`config.mk`:
```
export PLATFORM = sky130hd
export DESIGN_NAME = spm_divider
export DESIGN_NICKNAME = d
export VERILOG_FILES = /design/src/hdl/spm_pkg.sv /design/src/hdl/spm_divider.sv
export SDC_FILE = /design/constraint.sdc
export NUM_CORES = 1
export LEC_CHECK = 0
export ABC_AREA = 1
export BUFFER_PORTS_ARGS = -buffer_cell sky130_fd_sc_hd__buf_2
export CAP_MARGIN = 5
export CORE_ASPECT_RATIO = 1.75
export CORE_MARGIN = 1
export CORE_UTILIZATION = 50
export DETAILED_ROUTE_END_ITERATION = 10
export HOLD_SLACK_MARGIN = 0.08
export PLACE_DENSITY = 0.69
export SYNTH_ARGS = -nofsm -noshare
export SYNTH_HDL_FRONTEND = slang
export SYNTH_SLANG_ARGS = --single-unit
```
`constraint.sdc`:
```
create_clock -name clk -period 4.6 [get_ports clk]
set_input_delay 0.92 -clock clk [delete_from_list [all_inputs] [get_ports clk]]
set_output_delay 0.92 -clock clk [all_outputs]
set_load 0.02 [all_outputs]
```
`src/hdl/spm_pkg.sv`:
```
// Shared types and constants for the sample playback mixer.
package spm_pkg;

  localparam int unsigned RateW = 17;
  localparam int unsigned PosW = 24;
  localparam int unsigned IdxW = 16;
  localparam int unsigned FracW = 8;
  localparam int unsigned DivQW = 24;
  localparam logic [RateW-1:0] RateReset = 17'd22050;
  localparam logic [FracW-1:0] FracMax = 8'hFF;
  localparam int signed MixMax = 127;

  typedef enum logic [2:0] {
    MODE_TICK = 3'd0,
    MODE_PLAY = 3'd1,
    MODE_STOP = 3'd2,
    MODE_VOL = 3'd3,
    MODE_STOP_ALL = 3'd4,
    MODE_WRITE = 3'd5,
    MODE_RESV_A = 3'd6,
    MODE_RESV_B = 3'd7
  } mode_t;

  typedef struct packed {
    logic start;
    logic [23:0] dividend;
    logic [RateW-1:0] divisor;
  } div_req_t;

  typedef struct packed {
    logic busy;
    logic done;
    logic [DivQW-1:0] quotient;
  } div_rsp_t;

endpackage

```
`src/hdl/spm_divider.sv`:
```
// Restoring divider, one quotient bit per cycle, for the channel step.
module spm_divider (
  input  logic             clk,
  input  logic             rst,
  input  spm_pkg::div_req_t req,
  output spm_pkg::div_rsp_t rsp
);
  import spm_pkg::*;

  logic [4:0] count;
  logic [RateW:0] rem;
  logic [DivQW-1:0] quo;
  logic [RateW-1:0] dvs;
  logic busy;
  logic done;
  logic [RateW:0] trial;

  always_comb begin
    trial = {rem[RateW-1:0], quo[DivQW-1]};
  end

  always_ff @(posedge clk) begin
    if (rst) begin
      busy <= 1'b0;
      done <= 1'b0;
      count <= '0;
    end else begin
      done <= 1'b0;
      if (req.start) begin
        busy <= 1'b1;
        count <= 5'(DivQW);
        rem <= '0;
        quo <= req.dividend;
        dvs <= (req.divisor == '0) ? RateW'(1) : req.divisor;
      end else if (busy) begin
        if (trial >= {1'b0, dvs}) begin
          rem <= trial - {1'b0, dvs};
          quo <= {quo[DivQW-2:0], 1'b1};
        end else begin
          rem <= trial;
          quo <= {quo[DivQW-2:0], 1'b0};
        end
        count <= count - 5'd1;
        if (count == 5'd1) begin
          busy <= 1'b0;
          done <= 1'b1;
        end
      end
    end
  end

  assign rsp.busy = busy;
  assign rsp.done = done;
  assign rsp.quotient = quo;
endmodule

```
**After elaboration in Yosys (flattened, before gate mapping)**

Cells that the tools add are included.

- Register bits after elaboration: 65
- Bits in latches: 0
- RAM bits: 0
- ROM bits: 0
- Input port bits: 44
- Output and inout port bits: 26
- Logic and storage cells: 30
- Memories: 0

- $add $sub $neg: 2
- Multiply operators: 0
- Div/mod/pow operators: 0
- Magnitude comparators: 1
- Eq/ne operators: 1
- Shift-type cells: 0
- Muxes and demuxes: 11
- Bitwise operators: 2
- Reductions and logical operators: 6

Operator list:

| cell | number |
|---|---|
| 24-bit two-way mux | 2 |
| 17-bit two-way mux | 2 |
| 18-bit by 17-bit greater-or-equal comparator with 1-bit output | 1 |
| 17-bit zero test | 1 |
| 17-bit subtractor | 1 |
| 5-bit two-way mux | 2 |
| 5-bit by 1-bit == test with 1-bit output (second input constant) | 1 |
| 1-bit two-way mux | 5 |
| 5-bit by 1-bit subtractor with 5-bit output (second input constant) | 1 |
| 2-bit AND reduction | 2 |
| 3-bit OR reduction | 1 |
| 1-bit inverter | 2 |
| 2-bit nonzero test | 1 |
| 2-bit OR reduction | 1 |

**Logic depth before layout (Yosys ltp)**

- Depth after elaboration: 4
- Depth in mapped cells: 15
- Depth with buffers taken out: 14

**Least setup slack after synthesis**

No wires, ideal clock.

- Kind: input port to flip-flop
- From: in req[41] (netlist name)
- To: reg quo[0] (enable)
- Setup time: 0.455 ns
- Data arrival time: 3.371 ns
- Data required time: 4.145 ns
- Slack: 0.774 ns
- Stages: 3
- Buffers on the path: 1
- Cell sequence: clkbuf_1 > inv_2 > a21oi_1

- Longest elaborated chain between the ends: 2

RTL lines:

| item | line | RTL |
|---|---|---|
| start, declared | spm_divider.sv:5 | `input spm_pkg::div_req_t req,` |
| 2-bit nonzero test (no source line) | -- |  |
| 2-bit AND reduction (no source line) | -- |  |
| end signal, assigned | spm_divider.sv:33 | `quo <= req.dividend;` |
| end signal, assigned | spm_divider.sv:38 | `quo <= {quo[DivQW-2:0], 1'b1};` |
| end signal, assigned | spm_divider.sv:41 | `quo <= {quo[DivQW-2:0], 1'b0};` |
| end, declared | spm_divider.sv:12 | `logic [DivQW-1:0] quo;` |

Every way passes these cells.
A chain may end at the register's enable or synchronous reset.

**Worst setup path in the final report**

- From: reg rem[12]
- To: reg rem[16], data pin

- Longest elaborated chain between the ends: 3
- Elaborated cells between the ends (all ways): 4
- Classes of those cells: add/sub: 1; order compare: 1; mux: 2

RTL lines:

| item | line | RTL |
|---|---|---|
| start, declared | spm_divider.sv:11 | `logic [RateW:0] rem;` |
| start signal, assigned | spm_divider.sv:37 | `rem <= trial - {1'b0, dvs};` |
| start signal, assigned | spm_divider.sv:40 | `rem <= trial;` |
| 17-bit subtractor or 18-bit by 17-bit greater-or-equal comparator with 1-bit output (tied branches) | spm_divider.sv:37, spm_divider.sv:36 |  |
| 17-bit two-way mux * | spm_divider.sv:36 | `if (trial >= {1'b0, dvs}) begin` |
| 17-bit two-way mux * | spm_divider.sv:35 | `end else if (busy) begin` |

Every way passes the cells marked *; elsewhere a longest branch is shown, timed or not. The select of a mux whose other input is x is not followed.

==> flow_summary.yaml <==
finish:
  fin_cells: 659
  finish.net_count: 628
  drive_gt1_share_pct: 19.33
  antennaDiodeCount: 0
  stdcell_area_sq_um: 4683
  final_util_pct: 59.62
  syn_to_final_growth_pct: 15.81
routing:
  ant_nets: 0
  drtPass1Iterations: 4
  routedWlPerCell_microns: 13.81
  first_iter_violations: 170
  drcViolationCount: 0
  wl_microns: 9099
  vias_per_cell: 5.039
  vias: 3321
logic_synthesis:
  syn-num-nets: 573
  synth_top_family_by_area: "simple AND/OR/NAND/NOR gates"
  post-synth-top-count-cell: "nand2_1"
  ys.warnings.count: 0
  synth.distinct_cells: 33
  yosysTopAreaCellShare_pct: 43.07
  yosysSeqAreaShare_pct: 46.53
  yosys-top-cells-area: "edfxtp_1 43%, nand2_1 17%, inv_1 6.4%"
  yosys.area_share.simple_pct: 31.75
  synth_compound_area_share_pct: 3.187
  synth.cell_area_sq_um: 4044
  synth_ff_type: "edfxtp_1"
  async_flop_share_pct: 0
  ys_ff_latch: 65
  synth_cells: 509
  synthTopCellsByCount: "182 x nand2_1, 69 x inv_1, 58 x edfxtp_1, 48 x nor2_1, 22 x nand3_1"
  synth-xor-area-share_pct: 1.733
  synth_area_leader_cell: "edfxtp_1"
  syn_avg_cell_area_sq_um: 7.945
  synthAdderAreaFrac_pct: 6.374
  synth_edf_count: 58
  synth_mux_area_share_pct: 0
place:
  dpl.cell_count: 643
  place_hpwl_microns: 7218
  io_buffers: 69
  place_congestion: 0.8972
  post_dp_cell_area_sq_um: 4388
die:
  die_height_microns: 121.0
  die_w_microns: 69.98
  ios: 70
  die-area_sq_um: 8465
  coreArea_sq_um: 7855
  floorplan.initialDensity_pct: 51.48
  row_count: 43
power_and_ir_drop:
  ir_worst_vdd_v: 0.0003077
  power_leakage_nw: 2.360
  seq_power_share_pct: 40.1
  switchingPower_mw: 0.5320
  swShare_pct: 29.34
  comb_power_share_pct: 23.6
  p_int_mw: 1.281
  powerDensity_nw_per_um2: 387.1
  clkPwrFrac_pct: 36.3
clocking:
  cts_buffers: 9
  tritoncts: "done"
  h-tree-depth: 3
  cts.sinks: 65
  post_cts_buffers: 0
  path_clk_slew_ns: 0.05
  ctsHoldBuffers: 0
  clkLatencyLatePin_ns: 0.32
  cts-root-buf: "clkbuf_16"
  clock_path_buffers: 2
  ctsResizeCount: 0
global_route:
  antenna_found_initial: 0
  grt_overflow: 0
  track_usage_pct: 23.00
  grt_max_degree: 45
  grt_first_pass_wirelength_microns: 15010
  grt_pass1_vias: 3337
timing:
  fin_skew_ns: 0.007363
  finalMaxSlewViolations: 0
  fmax_mhz: 402.0
  setup_viol_count_final: 0
  hold_violations: 0
  slew_headroom_pct: 64.45
  tightest_slew_ns: 0.5327
  rsz0062_at_grt: "false"
  fin_setup_tns_ns: 0
  period_minus_slack_ns: 2.487
  finalCritPeriodShare_pct: 54.08
  whs_ns: 0.4914
worst_setup_path:
  cp-end-kind: "flop"
  critPathKind: "reg2reg"
  path_max_fanout: 14
  worstPathArrival_ns: 2.57
  cp.required_ns: 4.68
  cp-start-kind: "flop"
run:
  maxCapViolCount: 0
run_status:
  outcome: "complete, no violations"
hold_path:
  hp-class: "reg2reg"
-- power groups by stage --
stage / Clock, mW / Combinational (mW) / Sequential (mW)
2_1_floorplan: 0 / 0.309 / 0.751
3_3_place_gp: 0 / 0.420 / 0.738
3_5_place_dp: 0 / 0.425 / 0.738
4_1_cts: 0.667 / 0.428 / 0.728
5_1_grt: 0.693 / 0.481 / 0.732
6_report: 0.658 / 0.427 / 0.728
-- sequential cells by signal, summed over array words and instances (netlist names) --
register and cells:
busy 1, count 5, done 1, dvs 17, quo 24, rem 17
-- path summary, 6_finish.rpt --
check / from / endpoint / slack [ns] / cells after the start
max: rem[12]$_SDFFCE_PP0P_ / rem[16]$_SDFFCE_PP0P_ / 2.11 / 11
min: count[2]$_SDFFE_PP0P_ / count[2]$_SDFFE_PP0P_ / 0.49 / 2
max reg2reg: rem[12]$_SDFFCE_PP0P_ / rem[16]$_SDFFCE_PP0P_ / 2.11 / 11
min reg2reg: count[2]$_SDFFE_PP0P_ / count[2]$_SDFFE_PP0P_ / 0.49 / 2
-- stage by stage --
| step | power [mW] | setup WS [ns] |
|---|---|---|
| 2_1_floorplan | 1.060 | 0.7736 |
| 3_3_place_gp | 1.158 | 2.164 |
| 3_5_place_dp | 1.163 | 2.124 |
| 4_1_cts | 1.823 | 2.095 |
| 5_1_grt | 1.907 | 1.890 |
| 6_report | 1.813 | 2.113 |
-- cells by family after synthesis --
group,after synthesis
AOI/OAI and AO/OA,21
DFF,65
and+or+nand+nor,295
xor gates and xnor gates,8
adders and majority gates,20
buffers and inverters,100
-- worst max-delay path: stages (launching register included) --
cell and delay (ns):
edfxtp_1 0.40, ha_1 0.41, nand2_1 0.11, nand2_1 0.05, inv_1 0.10, a21oi_1 0.13
nor2_2 0.46, nand2_4 0.23, nand2_1 0.18, nand2_1 0.07, nand2_1 0.06, inv_1 0.04
-- layout by cell type (no fill, tap or decap), drive strengths merged, types with 4 or more instances in the layout --
| cell type | count |
|---|---|
| edfxtp | 58 |
| o21bai | 5 |
| ha | 19 |
| nor4 | 5 |
| dfxtp | 7 |
| clkbuf | 14 |
| nand2 | 191 |
| nand3b | 12 |
| a21oi | 10 |
| nor2 | 53 |
| nand4 | 4 |
| buf | 73 |
| nand3 | 25 |
| inv | 71 |
| xor2 | 6 |
-- area by class of cell --
cell class	instances	area [sq um]
Fill cell	665	3172
Sequential cell	65	1882
Multi-Input combinational cell	344	1752
Timing Repair Buffer	73	375.4
Clock buffer	14	285.3
Inverter	71	266.5
Tap cell	90	112.6
Clock inverter	2	10.01
-- per-layer routing --
layer  wire length [microns]  vias to the layer above  share of wire (%)  track usage, %
met1                    3504                     1486                 39           23.81
met4                     535                        0                5.9           16.75
met3                     263                       34                2.9           2.658
met2                    4796                       91                 53           41.95
met5                       0                        -                  0               0
li1                        -                     1710                  -               -
Power figures use the tool's default switching activity.
